===== config.mk =====
export PLATFORM = sky130hd
export DESIGN_NAME = sm4_block_cipher_modes_core
export DESIGN_NICKNAME = d
export VERILOG_FILES = /design/src/design/sm4m_pkg.sv /design/src/design/sm4m_ram.sv /design/src/design/sm4m_ctrl.sv /design/src/design/sm4m_datapath.sv /design/src/design/sm4_block_cipher_modes_core.sv
export SDC_FILE = /design/constraint.sdc
export NUM_CORES = 2
export LEC_CHECK = 0
export BUFFER_PORTS_ARGS = -buffer_cell sky130_fd_sc_hd__buf_2
export CAP_MARGIN = 15
export CORE_MARGIN = 10
export CORE_UTILIZATION = 65
export CTS_CLUSTER_SIZE = 20
export DETAILED_ROUTE_END_ITERATION = 8
export PLACE_DENSITY = 0.91
export SYNTH_ARGS = -nofsm -noshare
export SYNTH_HDL_FRONTEND = slang
export SYNTH_SLANG_ARGS = --single-unit
export TNS_END_PERCENT = 10

===== constraint.sdc =====
create_clock -name clk -period 10.45 [get_ports clk]
set_input_delay 1.5675 -clock clk [delete_from_list [all_inputs] [get_ports clk]]
set_output_delay 1.5675 -clock clk [all_outputs]
set_load 0.02 [all_outputs]

===== src/design/sm4m_pkg.sv =====
// Package for the SM4 block cipher modes core: payload and control types,
// register codes, cipher constants and the S-box. No dependencies.
package sm4m_pkg;

  localparam int ROUND_COUNT = 32;
  localparam int CFG_INDEX_W = 4;
  localparam int CFG_DATA_W  = 64;

  typedef struct packed {
    logic [63:0] block_high;
    logic [63:0] block_low;
    logic        first_block;
  } in_data_t;

  typedef struct packed {
    logic [63:0] result_high;
    logic [63:0] result_low;
  } out_data_t;

  typedef enum logic [CFG_INDEX_W-1:0] {
    REG_KEY_WORD_ZERO  = 4'd0,
    REG_KEY_WORD_ONE   = 4'd1,
    REG_KEY_WORD_TWO   = 4'd2,
    REG_KEY_WORD_THREE = 4'd3,
    REG_CHAINING_MODE  = 4'd4,
    REG_DECRYPT_SELECT = 4'd5,
    REG_IV_HIGH        = 4'd6,
    REG_IV_LOW         = 4'd7
  } cfg_reg_t;

  localparam logic [1:0] MODE_ECB = 2'd0;
  localparam logic [1:0] MODE_CBC = 2'd1;
  localparam logic [1:0] MODE_CFB = 2'd2;

  typedef struct packed {
    logic load_key;
    logic load_block;
    logic step_key;
    logic step_round;
    logic finish;
  } ctrl_cmd_t;

  typedef struct packed {
    logic key_written;
    logic out_stall;
  } dp_status_t;

  localparam logic [31:0] FK0 = 32'ha3b1bac6;
  localparam logic [31:0] FK1 = 32'h56aa3350;
  localparam logic [31:0] FK2 = 32'h677d9197;
  localparam logic [31:0] FK3 = 32'hb27022dc;

  localparam logic [7:0] SBOX [256] = '{
    8'hd6,8'h90,8'he9,8'hfe,8'hcc,8'he1,8'h3d,8'hb7,8'h16,8'hb6,8'h14,8'hc2,8'h28,8'hfb,8'h2c,8'h05,
    8'h2b,8'h67,8'h9a,8'h76,8'h2a,8'hbe,8'h04,8'hc3,8'haa,8'h44,8'h13,8'h26,8'h49,8'h86,8'h06,8'h99,
    8'h9c,8'h42,8'h50,8'hf4,8'h91,8'hef,8'h98,8'h7a,8'h33,8'h54,8'h0b,8'h43,8'hed,8'hcf,8'hac,8'h62,
    8'he4,8'hb3,8'h1c,8'ha9,8'hc9,8'h08,8'he8,8'h95,8'h80,8'hdf,8'h94,8'hfa,8'h75,8'h8f,8'h3f,8'ha6,
    8'h47,8'h07,8'ha7,8'hfc,8'hf3,8'h73,8'h17,8'hba,8'h83,8'h59,8'h3c,8'h19,8'he6,8'h85,8'h4f,8'ha8,
    8'h68,8'h6b,8'h81,8'hb2,8'h71,8'h64,8'hda,8'h8b,8'hf8,8'heb,8'h0f,8'h4b,8'h70,8'h56,8'h9d,8'h35,
    8'h1e,8'h24,8'h0e,8'h5e,8'h63,8'h58,8'hd1,8'ha2,8'h25,8'h22,8'h7c,8'h3b,8'h01,8'h21,8'h78,8'h87,
    8'hd4,8'h00,8'h46,8'h57,8'h9f,8'hd3,8'h27,8'h52,8'h4c,8'h36,8'h02,8'he7,8'ha0,8'hc4,8'hc8,8'h9e,
    8'hea,8'hbf,8'h8a,8'hd2,8'h40,8'hc7,8'h38,8'hb5,8'ha3,8'hf7,8'hf2,8'hce,8'hf9,8'h61,8'h15,8'ha1,
    8'he0,8'hae,8'h5d,8'ha4,8'h9b,8'h34,8'h1a,8'h55,8'had,8'h93,8'h32,8'h30,8'hf5,8'h8c,8'hb1,8'he3,
    8'h1d,8'hf6,8'he2,8'h2e,8'h82,8'h66,8'hca,8'h60,8'hc0,8'h29,8'h23,8'hab,8'h0d,8'h53,8'h4e,8'h6f,
    8'hd5,8'hdb,8'h37,8'h45,8'hde,8'hfd,8'h8e,8'h2f,8'h03,8'hff,8'h6a,8'h72,8'h6d,8'h6c,8'h5b,8'h51,
    8'h8d,8'h1b,8'haf,8'h92,8'hbb,8'hdd,8'hbc,8'h7f,8'h11,8'hd9,8'h5c,8'h41,8'h1f,8'h10,8'h5a,8'hd8,
    8'h0a,8'hc1,8'h31,8'h88,8'ha5,8'hcd,8'h7b,8'hbd,8'h2d,8'h74,8'hd0,8'h12,8'hb8,8'he5,8'hb4,8'hb0,
    8'h89,8'h69,8'h97,8'h4a,8'h0c,8'h96,8'h77,8'h7e,8'h65,8'hb9,8'hf1,8'h09,8'hc5,8'h6e,8'hc6,8'h84,
    8'h18,8'hf0,8'h7d,8'hec,8'h3a,8'hdc,8'h4d,8'h20,8'h79,8'hee,8'h5f,8'h3e,8'hd7,8'hcb,8'h39,8'h48
  };

  function automatic logic [31:0] sub_word(input logic [31:0] x);
    return {SBOX[x[31:24]], SBOX[x[23:16]], SBOX[x[15:8]], SBOX[x[7:0]]};
  endfunction

  function automatic logic [31:0] ck_word(input logic [7:0] i);
    logic [7:0] base;
    begin
      base = i * 8'd28;
      return {base, base + 8'd7, base + 8'd14, base + 8'd21};
    end
  endfunction

endpackage


===== src/design/sm4m_ram.sv =====
// Generic single-write, single-read RAM with registered read data.
// No dependencies.
module sm4m_ram #(
  parameter int WIDTH = 32,
  parameter int DEPTH = 32
) (
  input  logic                     clk,
  input  logic                     wr_en,
  input  logic [$clog2(DEPTH)-1:0] wr_addr,
  input  logic [WIDTH-1:0]         wr_data,
  input  logic [$clog2(DEPTH)-1:0] rd_addr,
  output logic [WIDTH-1:0]         rd_data
);

  logic [WIDTH-1:0] mem [DEPTH];
  logic [WIDTH-1:0] rd_data_r;

  always_ff @(posedge clk) begin
    if (wr_en) begin
      mem[wr_addr] <= wr_data;
    end
    rd_data_r <= mem[rd_addr];
  end

  assign rd_data = rd_data_r;

endmodule


===== src/design/sm4m_ctrl.sv =====
// Controller for the SM4 modes core: sequences key expansion, cipher rounds
// and result hand-off. Depends on sm4m_pkg.
module sm4m_ctrl #(
  parameter int ROUND_COUNT = sm4m_pkg::ROUND_COUNT
) (
  input  logic                           clk,
  input  logic                           rst_n,
  input  logic                           in_valid,
  output logic                           in_ready,
  input  logic                           cfg_valid,
  output logic                           cfg_ready,
  input  sm4m_pkg::dp_status_t           status,
  output sm4m_pkg::ctrl_cmd_t            cmd,
  output logic [$clog2(ROUND_COUNT)-1:0] round_idx
);

  localparam int IW = $clog2(ROUND_COUNT);
  localparam logic [IW-1:0] LAST = IW'(ROUND_COUNT - 1);

  typedef enum logic [3:0] {
    ST_IDLE   = 4'b0001,
    ST_KEYEXP = 4'b0010,
    ST_ROUND  = 4'b0100,
    ST_FINISH = 4'b1000
  } state_t;

  state_t        state_r, state_nxt;
  logic [IW-1:0] cnt_r, cnt_nxt;
  logic          keys_ready_r, keys_ready_nxt;
  logic          in_accept;

  assign cfg_ready = (state_r == ST_IDLE);
  assign in_ready  = (state_r == ST_IDLE) && keys_ready_r && !cfg_valid;
  assign in_accept = in_valid && in_ready;
  assign round_idx = cnt_r;

  always_comb begin
    state_nxt      = state_r;
    cnt_nxt        = cnt_r;
    keys_ready_nxt = keys_ready_r;
    cmd            = '0;
    case (state_r)
      ST_IDLE: begin
        if (status.key_written) begin
          keys_ready_nxt = 1'b0;
        end else if (in_valid && !keys_ready_r && !cfg_valid) begin
          cmd.load_key = 1'b1;
          cnt_nxt      = '0;
          state_nxt    = ST_KEYEXP;
        end else if (in_accept) begin
          cmd.load_block = 1'b1;
          cnt_nxt        = '0;
          state_nxt      = ST_ROUND;
        end
      end
      ST_KEYEXP: begin
        cmd.step_key = 1'b1;
        cnt_nxt      = cnt_r + 1'b1;
        if (cnt_r == LAST) begin
          keys_ready_nxt = 1'b1;
          state_nxt      = ST_IDLE;
        end
      end
      ST_ROUND: begin
        cmd.step_round = 1'b1;
        cnt_nxt        = cnt_r + 1'b1;
        if (cnt_r == LAST) begin
          state_nxt = ST_FINISH;
        end
      end
      ST_FINISH: begin
        if (!status.out_stall) begin
          cmd.finish = 1'b1;
          state_nxt  = ST_IDLE;
        end
      end
      default: begin
        state_nxt = ST_IDLE;
      end
    endcase
  end

  always_ff @(posedge clk) begin
    if (!rst_n) begin
      state_r      <= ST_IDLE;
      cnt_r        <= '0;
      keys_ready_r <= 1'b0;
    end else begin
      state_r      <= state_nxt;
      cnt_r        <= cnt_nxt;
      keys_ready_r <= keys_ready_nxt;
    end
  end

  a_accept_starts_rounds: assert property (@(posedge clk) disable iff (!rst_n)
    in_accept |=> (state_r == ST_ROUND) && (cnt_r == '0))
    else $error("accepted request did not start the rounds");

  a_last_round_finishes: assert property (@(posedge clk) disable iff (!rst_n)
    (state_r == ST_ROUND) && (cnt_r == LAST) |=> (state_r == ST_FINISH))
    else $error("round sequence did not end after the last round");

  a_keyexp_sets_ready: assert property (@(posedge clk) disable iff (!rst_n)
    (state_r == ST_KEYEXP) && (cnt_r == LAST) |=> keys_ready_r)
    else $error("key expansion ended without marking the keys ready");

  a_accept_needs_keys: assert property (@(posedge clk) disable iff (!rst_n)
    in_accept |-> keys_ready_r && !status.key_written)
    else $error("request accepted with stale round keys");

endmodule


===== src/design/sm4m_datapath.sv =====
// Datapath for the SM4 modes core: configuration registers, shared round
// unit, round key RAM, chaining value and output register.
// Depends on sm4m_pkg and sm4m_ram.
module sm4m_datapath #(
  parameter int ROUND_COUNT = sm4m_pkg::ROUND_COUNT
) (
  input  logic                                 clk,
  input  logic                                 rst_n,
  input  sm4m_pkg::in_data_t                   in_data,
  input  logic                                 cfg_valid,
  input  logic                                 cfg_ready,
  input  logic [sm4m_pkg::CFG_INDEX_W-1:0]     cfg_index,
  input  logic [sm4m_pkg::CFG_DATA_W-1:0]      cfg_data,
  input  sm4m_pkg::ctrl_cmd_t                  cmd,
  input  logic [$clog2(ROUND_COUNT)-1:0]       round_idx,
  output sm4m_pkg::dp_status_t                 status,
  output logic                                 out_valid,
  input  logic                                 out_ready,
  output sm4m_pkg::out_data_t                  out_data
);

  localparam int IW = $clog2(ROUND_COUNT);

  logic [31:0]  key_r [4];
  logic [1:0]   mode_r;
  logic         dec_r;
  logic [63:0]  iv_high_r, iv_low_r;
  logic [31:0]  words_r [4];
  logic [31:0]  words_nxt [4];
  logic [127:0] cv_r, cv_nxt;
  logic [127:0] blk_r;
  logic         out_valid_r, out_valid_nxt;
  logic [127:0] out_r, out_nxt;

  logic          cfg_we;
  logic          is_cbc, is_cfb, inverse;
  logic [127:0]  in_blk, cv_eff, load_blk, cipher_out;
  logic [31:0]   rk, mix_in, sb, tr, nw;
  logic [IW-1:0] rd_num, rd_addr;

  assign cfg_we  = cfg_valid && cfg_ready;
  assign is_cbc  = (mode_r == sm4m_pkg::MODE_CBC);
  assign is_cfb  = (mode_r == sm4m_pkg::MODE_CFB);
  assign inverse = dec_r && !is_cfb;

  assign status.key_written = cfg_we && (
    (cfg_index == sm4m_pkg::REG_KEY_WORD_ZERO) || (cfg_index == sm4m_pkg::REG_KEY_WORD_ONE) ||
    (cfg_index == sm4m_pkg::REG_KEY_WORD_TWO) || (cfg_index == sm4m_pkg::REG_KEY_WORD_THREE));
  assign status.out_stall = out_valid_r && !out_ready;

  assign rd_num  = cmd.step_round ? round_idx + 1'b1 : '0;
  assign rd_addr = inverse ? IW'(ROUND_COUNT - 1) - rd_num : rd_num;

  sm4m_ram #(
    .WIDTH (32),
    .DEPTH (ROUND_COUNT)
  ) u_rk_ram (
    .clk     (clk),
    .wr_en   (cmd.step_key),
    .wr_addr (round_idx),
    .wr_data (nw),
    .rd_addr (rd_addr),
    .rd_data (rk)
  );

  assign mix_in = words_r[1] ^ words_r[2] ^ words_r[3] ^
                  (cmd.step_key ? sm4m_pkg::ck_word(8'(round_idx)) : rk);
  assign sb = sm4m_pkg::sub_word(mix_in);
  assign tr = cmd.step_key ? (sb ^ {sb[18:0], sb[31:19]} ^ {sb[8:0], sb[31:9]})
                           : (sb ^ {sb[29:0], sb[31:30]} ^ {sb[21:0], sb[31:22]} ^
                              {sb[13:0], sb[31:14]} ^ {sb[7:0], sb[31:8]});
  assign nw = words_r[0] ^ tr;

  assign in_blk     = {in_data.block_high, in_data.block_low};
  assign cv_eff     = in_data.first_block ? {iv_high_r, iv_low_r} : cv_r;
  assign load_blk   = is_cfb ? cv_eff : (is_cbc && !dec_r) ? (in_blk ^ cv_eff) : in_blk;
  assign cipher_out = {words_r[3], words_r[2], words_r[1], words_r[0]};

  always_comb begin
    for (int i = 0; i < 4; i++) begin
      words_nxt[i] = words_r[i];
    end
    cv_nxt        = cv_r;
    out_nxt       = out_r;
    out_valid_nxt = out_valid_r && !out_ready;
    if (cmd.load_key) begin
      words_nxt[0] = key_r[0] ^ sm4m_pkg::FK0;
      words_nxt[1] = key_r[1] ^ sm4m_pkg::FK1;
      words_nxt[2] = key_r[2] ^ sm4m_pkg::FK2;
      words_nxt[3] = key_r[3] ^ sm4m_pkg::FK3;
    end
    if (cmd.load_block) begin
      words_nxt[0] = load_blk[127:96];
      words_nxt[1] = load_blk[95:64];
      words_nxt[2] = load_blk[63:32];
      words_nxt[3] = load_blk[31:0];
      cv_nxt       = cv_eff;
    end
    if (cmd.step_key || cmd.step_round) begin
      words_nxt[0] = words_r[1];
      words_nxt[1] = words_r[2];
      words_nxt[2] = words_r[3];
      words_nxt[3] = nw;
    end
    if (cmd.finish) begin
      out_valid_nxt = 1'b1;
      if (is_cbc) begin
        out_nxt = dec_r ? (cipher_out ^ cv_r) : cipher_out;
        cv_nxt  = dec_r ? blk_r : cipher_out;
      end else if (is_cfb) begin
        out_nxt = cipher_out ^ blk_r;
        cv_nxt  = dec_r ? blk_r : (cipher_out ^ blk_r);
      end else begin
        out_nxt = cipher_out;
      end
    end
  end

  always_ff @(posedge clk) begin
    if (!rst_n) begin
      for (int i = 0; i < 4; i++) begin
        key_r[i] <= '0;
      end
      mode_r      <= sm4m_pkg::MODE_ECB;
      dec_r       <= 1'b0;
      iv_high_r   <= '0;
      iv_low_r    <= '0;
      cv_r        <= '0;
      out_valid_r <= 1'b0;
    end else begin
      if (cfg_we) begin
        case (cfg_index)
          sm4m_pkg::REG_KEY_WORD_ZERO:  key_r[0]  <= cfg_data[31:0];
          sm4m_pkg::REG_KEY_WORD_ONE:   key_r[1]  <= cfg_data[31:0];
          sm4m_pkg::REG_KEY_WORD_TWO:   key_r[2]  <= cfg_data[31:0];
          sm4m_pkg::REG_KEY_WORD_THREE: key_r[3]  <= cfg_data[31:0];
          sm4m_pkg::REG_CHAINING_MODE:  mode_r    <= cfg_data[1:0];
          sm4m_pkg::REG_DECRYPT_SELECT: dec_r     <= cfg_data[0];
          sm4m_pkg::REG_IV_HIGH:        iv_high_r <= cfg_data;
          sm4m_pkg::REG_IV_LOW:         iv_low_r  <= cfg_data;
          default: begin
          end
        endcase
      end
      cv_r        <= cv_nxt;
      out_valid_r <= out_valid_nxt;
    end
  end

  always_ff @(posedge clk) begin
    for (int i = 0; i < 4; i++) begin
      words_r[i] <= words_nxt[i];
    end
    out_r <= out_nxt;
    if (cmd.load_block) begin
      blk_r <= in_blk;
    end
  end

  assign out_valid            = out_valid_r;
  assign out_data.result_high = out_r[127:64];
  assign out_data.result_low  = out_r[63:0];

endmodule


===== src/design/sm4_block_cipher_modes_core.sv =====
// Top level of the SM4 block cipher core with ECB, CBC and CFB chaining.
// Depends on sm4m_pkg, sm4m_ctrl, sm4m_datapath and sm4m_ram.
//
//   Channel   Ports                                   Moves
//   input     in_valid, in_ready, in_data             one 128-bit block request
//   result    out_valid, out_ready, out_data          one 128-bit result
//   config    cfg_valid, cfg_ready, cfg_index, cfg_data   one register write
//
// A block is loaded in its accept cycle, runs its rounds on the single shared round
// unit, and is written to the result register in the output cycle.
// After a key write, the next request first runs the key schedule through the same
// round unit into the round key RAM.
// Reset is synchronous and clears key, mode, direction, IV, chaining value and out_valid.
// A held result stalls the core in its output cycle until out_ready is seen.
module sm4_block_cipher_modes_core #(
  parameter int ROUND_COUNT = sm4m_pkg::ROUND_COUNT
) (
  input  logic                             clk,
  input  logic                             rst_n,
  input  logic                             in_valid,
  output logic                             in_ready,
  input  sm4m_pkg::in_data_t               in_data,
  output logic                             out_valid,
  input  logic                             out_ready,
  output sm4m_pkg::out_data_t              out_data,
  input  logic                             cfg_valid,
  output logic                             cfg_ready,
  input  logic [sm4m_pkg::CFG_INDEX_W-1:0] cfg_index,
  input  logic [sm4m_pkg::CFG_DATA_W-1:0]  cfg_data
);

  sm4m_pkg::ctrl_cmd_t            cmd;
  sm4m_pkg::dp_status_t           status;
  logic [$clog2(ROUND_COUNT)-1:0] round_idx;

  sm4m_ctrl #(
    .ROUND_COUNT (ROUND_COUNT)
  ) u_ctrl (
    .clk       (clk),
    .rst_n     (rst_n),
    .in_valid  (in_valid),
    .in_ready  (in_ready),
    .cfg_valid (cfg_valid),
    .cfg_ready (cfg_ready),
    .status    (status),
    .cmd       (cmd),
    .round_idx (round_idx)
  );

  sm4m_datapath #(
    .ROUND_COUNT (ROUND_COUNT)
  ) u_datapath (
    .clk       (clk),
    .rst_n     (rst_n),
    .in_data   (in_data),
    .cfg_valid (cfg_valid),
    .cfg_ready (cfg_ready),
    .cfg_index (cfg_index),
    .cfg_data  (cfg_data),
    .cmd       (cmd),
    .round_idx (round_idx),
    .status    (status),
    .out_valid (out_valid),
    .out_ready (out_ready),
    .out_data  (out_data)
  );

endmodule


==> results.yml, run 1 <==
synthesis:
  ys_dominant_reg_cell: "sky130_fd_sc_hd__edfxtp_1"
  synth_cell_types: 110
  yosys.cell_count.top_type: "sky130_fd_sc_hd__edfxtp_1"
  synth_async_sr_flop_share: 0
  synthMuxAreaShare: 0.112
  synth_compound_area_frac: 0.156
  syn_nets: 8366
  synthSimpleGateAreaFrac: 0.0916
  synth_top_area_frac: 0.480
  main_combinational_cell_family_by_area_after_synthesis: "compound AO/OA/AOI/OAI gates"
  avgSynthCellArea_sq_um: 11.9
  yosys_warnings: 0
  ys_top_cells_by_count: "sky130_fd_sc_hd__edfxtp_1 (1536), sky130_fd_sc_hd__nand2_1 (838), sky130_fd_sc_hd__o21ai_0 (663)"
  mappedNetlistArea_sq_um: 96100
  yosys.area_share.adder: 0.00903
  postSynthCellCount: 8100
  netlist.top_cell.by_area: "sky130_fd_sc_hd__edfxtp_1"
  synth_edf_count: 1536
  postSynthRegisterBits: 1838
  yosys-top-cells-area: "sky130_fd_sc_hd__edfxtp_1 (48%), sky130_fd_sc_hd__mux4_2 (7.5%), sky130_fd_sc_hd__dfxtp_1 (6.3%)"
  synthXorXnorAreaFrac: 0.0563
  synth_seq_area_share: 0.543
placement:
  portBuffers: 332
  finalWeightedCongestion: 1.02
  post-dp-hpwl_mm: 262
clock_tree:
  tritoncts.num_buffers: 181
  ctsHtreeMaxLevel: 4
  cts-hold-fix-buffers: 0
  cts_setup_buffers: 0
  cts_buffer_depth: 3
  cts-root-buf: "sky130_fd_sc_hd__clkbuf_16"
  resized_after_cts: 0
  cts_sinks: 1838
status:
  lastStage: "5_1_grt"
  status: "stopped before the end"
  error_message: "[ERROR GRT-0116] Global routing finished with congestion. Check the congestion regions in the DRC Viewer."
floorplanning:
  io-pin-count: 333
  std_cell_rows: 141
  initial_core_util: 0.652
  die_w_microns: 405
  floorplan.die.height_microns: 405
global_route:
  groute.usage.overall: 0.571
  first_pass_grt_wire_length_mm: 660
  grt_start_max_net_pins: 221
  first_global_vias: 87330
  global_route_congestion_overflow_total: 3
through the flow:
stage	setup WS (ps)	hold slack, ps	std cells	instance area (sq um)	utilization
after floorplan	3460	453	8100	96100	-
after global placement	2700	463	9857	100000	0.679
after detailed placement	1940	475	9858	100000	0.679
after CTS	1360	484	10199	106000	0.721
cells by family after synthesis:
| group | after synthesis |
|---|---|
| AO/OA/AOI/OAI | 2249 |
| AND/OR/NAND/NOR | 1953 |
| flip-flops | 1838 |
| buffers and inverters | 757 |
| multiplexers | 661 |
| XOR/XNOR | 575 |
| adder cells (fa/ha/maj) | 67 |
layer usage:
layer  GRT overflow  global-route usage
met4              3               0.463
met1              0               0.615
met5              0               0.180
met2              0               0.730
met3              0               0.415
==> inputs of run 2 (changes only) <==
--- a/config.mk
+++ b/config.mk
@@ -8,10 +8,9 @@
 export BUFFER_PORTS_ARGS = -buffer_cell sky130_fd_sc_hd__buf_2
 export CAP_MARGIN = 15
 export CORE_MARGIN = 10
-export CORE_UTILIZATION = 65
-export CTS_CLUSTER_SIZE = 20
+export CORE_UTILIZATION = 40
 export DETAILED_ROUTE_END_ITERATION = 8
-export PLACE_DENSITY = 0.91
+export PLACE_DENSITY_LB_ADDON = 0.15
 export SYNTH_ARGS = -nofsm -noshare
 export SYNTH_HDL_FRONTEND = slang
 export SYNTH_SLANG_ARGS = --single-unit
==> run 2 against run 1 <==
Net effect:
- the flow now finishes without violations
- synthesized area unchanged
- synthesized cell count unchanged
==> results.yml, run 2 <==
clock_tree:
  cts_setup_buffers: 0
  cts-hold-fix-buffers: 0
  cts_sinks: 1838
  ctsHtreeMaxLevel: 4
  tritoncts.num_buffers: 193
  clk_pin_slew_ps: 60
  resized_after_cts: 0
  cts-root-buf: "sky130_fd_sc_hd__clkbuf_16"
  insertion_delay_ps: 920
  cts_buffer_depth: 3
  tritoncts: "yes"
floorplanning:
  die_w_microns: 510
  std_cell_rows: 179
  initial_core_util: 0.403
  placeable_core_region_sq_um: 239000
  dieArea_sq_um: 260000
  io-pin-count: 333
  floorplan.die.height_microns: 510
cells_and_area:
  final_design_area_no_fill_sq_um: 109000
  largest_reg_flops: 1024
  area_delta_synth_final_pct: 13.0
  mostFrequentLayoutCell: "sky130_fd_sc_hd__edfxtp_1"
  commonest_cells_after_routing_fill_and_taps_aside: "sky130_fd_sc_hd__edfxtp_1 (1536), sky130_fd_sc_hd__nand2_1 (834), sky130_fd_sc_hd__o21ai_0 (651), sky130_fd_sc_hd__nor2_1 (452), sky130_fd_sc_hd__xnor2_1 (338)"
  largest_register_by_flop_count: "u_datapath.u_rk_ram.mem"
  share_of_layout_cells_above_drive_strength_1: 0.173
  layout.nets: 8428
synthesis:
  yosys-top-cells-area: "sky130_fd_sc_hd__edfxtp_1 (48%), sky130_fd_sc_hd__mux4_2 (7.5%), sky130_fd_sc_hd__dfxtp_1 (6.3%)"
  synth_cell_types: 110
  yosys.cell_count.top_type: "sky130_fd_sc_hd__edfxtp_1"
  ys_top_cells_by_count: "sky130_fd_sc_hd__edfxtp_1 (1536), sky130_fd_sc_hd__nand2_1 (838), sky130_fd_sc_hd__o21ai_0 (663)"
  avgSynthCellArea_sq_um: 11.9
  synth_edf_count: 1536
  postSynthCellCount: 8100
  synthSimpleGateAreaFrac: 0.0916
  syn_nets: 8366
  postSynthRegisterBits: 1838
  synthMuxAreaShare: 0.112
  synth_top_area_frac: 0.480
  synth_async_sr_flop_share: 0
  synth_compound_area_frac: 0.156
  mappedNetlistArea_sq_um: 96100
  yosys.area_share.adder: 0.00903
  netlist.top_cell.by_area: "sky130_fd_sc_hd__edfxtp_1"
  synth_seq_area_share: 0.543
  main_combinational_cell_family_by_area_after_synthesis: "compound AO/OA/AOI/OAI gates"
  synthXorXnorAreaFrac: 0.0563
  ys_dominant_reg_cell: "sky130_fd_sc_hd__edfxtp_1"
  yosys_warnings: 0
routing:
  final_antenna_net_count: 0
  routed_wirelength_mm: 416
  route.detailed.vias_per_inst: 6.52
  detailroute.via_count: 75214
  detail_route.iter0.violations: 11211
  wire_per_inst_microns: 36.1
  drt_first_pass_iters: 8
  route.detailed.drc: 0
global_route:
  global_route_congestion_overflow_total: 0
  first_global_vias: 70483
  groute.usage.overall: 0.307
  first_pass_grt_wire_length_mm: 573
  grt_start_max_net_pins: 193
  grt_antenna_before_repair: 43
power:
  leakagePower_nw: 36.5
  max-vdd-ir-drop_mv: 0.415
  powerDensity_nw_per_um2: 265
timing:
  fmaxAchievable_mhz: 124
  timing.max_slew.rel_slack: 0.113
  setup_viol: 0
  tightestPinTransition_ps: 1320
  finClkSkew_ps: 92.1
  report.final.slew_viol_count: 0
  min_period_over_period: 0.773
  layout_min_cycle_time_ps: 8080
  rsz0062_at_grt: "false"
  final_hold_viol_count: 0
  setup_total_negative_slack_ps: 0
placement:
  postPlaceCellArea_sq_um: 102000
  portBuffers: 332
  post-dp-hpwl_mm: 270
  finalWeightedCongestion: 0.996
critical_path:
  cp_data_required_time_ps: 11150
  timing.setup.critical_path_class: "reg -> reg"
  crit_arrival_ps: 8780
  cp-end-kind: "flip-flop"
  max_fo_critical_path: 32
  setup.worst_path.start_class: "flip-flop"
flow_run:
  maxCapViolCount: 0
status:
  status: "complete, no violations"
hold_path:
  min-delay-path-class: "reg -> reg"
-- run 2: final cells by class --
cell class	count	area [sq um]
timing repair buffer	580	3720
clock inverter	113	1470
fill	21818	130000
inverter	44	185
sequential	1838	52200
tap	3167	3960
multi-input combinational	5505	41800
clock buffer	251	5210
antenna	39	97.6
-- run 2: final timing paths --
kind                                              from                                         to  slack [ps]  depth (start not counted)
setup / recovery      u_ctrl.round_idx[0]$_SDFFE_PN0P_  u_datapath.u_rk_ram.mem[30][24]$_DFFE_PP_        2370                         18
hold / removal    u_datapath.iv_low_r[21]$_SDFFE_PN0P_       u_datapath.iv_low_r[21]$_SDFFE_PN0P_         480                          2
setup reg to reg      u_ctrl.round_idx[0]$_SDFFE_PN0P_  u_datapath.u_rk_ram.mem[30][24]$_DFFE_PP_        2370                         18
hold reg to reg   u_datapath.iv_low_r[21]$_SDFFE_PN0P_       u_datapath.iv_low_r[21]$_SDFFE_PN0P_         480                          2
-- run 2: cells by family (layout without fill, tap and decap cells) --
| logic type | count (synthesis) | count (layout) |
|---|---|---|
| AOI/OAI and AO/OA | 2249 | 2249 |
| and+or+nand+nor | 1953 | 1953 |
| DFF | 1838 | 1838 |
| buffers and inverters | 757 | 988 |
| muxes | 661 | 661 |
| xor gates and xnor gates | 575 | 575 |
| adders and majority gates | 67 | 67 |
| other | 0 | 39 |
-- run 2: through the flow --
stage / power (mW) / instances / utilization / setup WS [ps] / hold slack [ps]
2_1_floorplan: 16.9 / 8100 / - / 3460 / 453
3_3_place_gp: 21.3 / 11127 / 0.427 / 2430 / 465
3_5_place_dp: 21.5 / 11128 / 0.427 / 2290 / 471
4_1_cts: 28.7 / 11492 / 0.455 / 2300 / 481
5_1_grt: 29.7 / 11516 / 0.455 / 2000 / 502
6_report: 28.8 / 11537 / 0.456 / 2370 / 479
-- run 2: routing by layer --
layer / up-vias / global-route usage / share of wire
met1: 38553 / 0.434 / 0.41
met4: 0 / 0.129 / 0.047
met2: 4727 / 0.447 / 0.43
met5: - / 0 / 0
li1: 31163 / - / -
met3: 771 / 0.0802 / 0.11
-- run 2: power breakdown --
| group | switching, mW | internal (mW) | total, mW | leakage, nW |
|---|---|---|---|---|
| clock network | 3.10 | 4.12 | 7.23 | 3.23 |
| registers | 0.140 | 11.5 | 11.6 | 16.4 |
| logic | 7.60 | 2.37 | 9.97 | 16.9 |
| total | 10.8 | 18.0 | 28.8 | 36.5 |
-- run 2: critical path, cell delays in order (launching register included) --
cell	delay (ps)
sky130_fd_sc_hd__dfxtp_1	650
sky130_fd_sc_hd__inv_1	380
sky130_fd_sc_hd__fa_1	620
sky130_fd_sc_hd__inv_1	40
sky130_fd_sc_hd__ha_1	200
sky130_fd_sc_hd__fa_1	820
sky130_fd_sc_hd__xor2_1	520
sky130_fd_sc_hd__a211oi_1	290
sky130_fd_sc_hd__nor2_2	540
sky130_fd_sc_hd__a2111oi_0	150
sky130_fd_sc_hd__a2111oi_1	910
sky130_fd_sc_hd__o211ai_1	280
sky130_fd_sc_hd__a221oi_4	650
sky130_fd_sc_hd__xnor2_1	300
sky130_fd_sc_hd__xnor2_1	350
sky130_fd_sc_hd__xor2_1	110
sky130_fd_sc_hd__o21ai_1	220
sky130_fd_sc_hd__xor2_2	470
sky130_fd_sc_hd__buf_4	390
(Power assumes the default switching activity.)
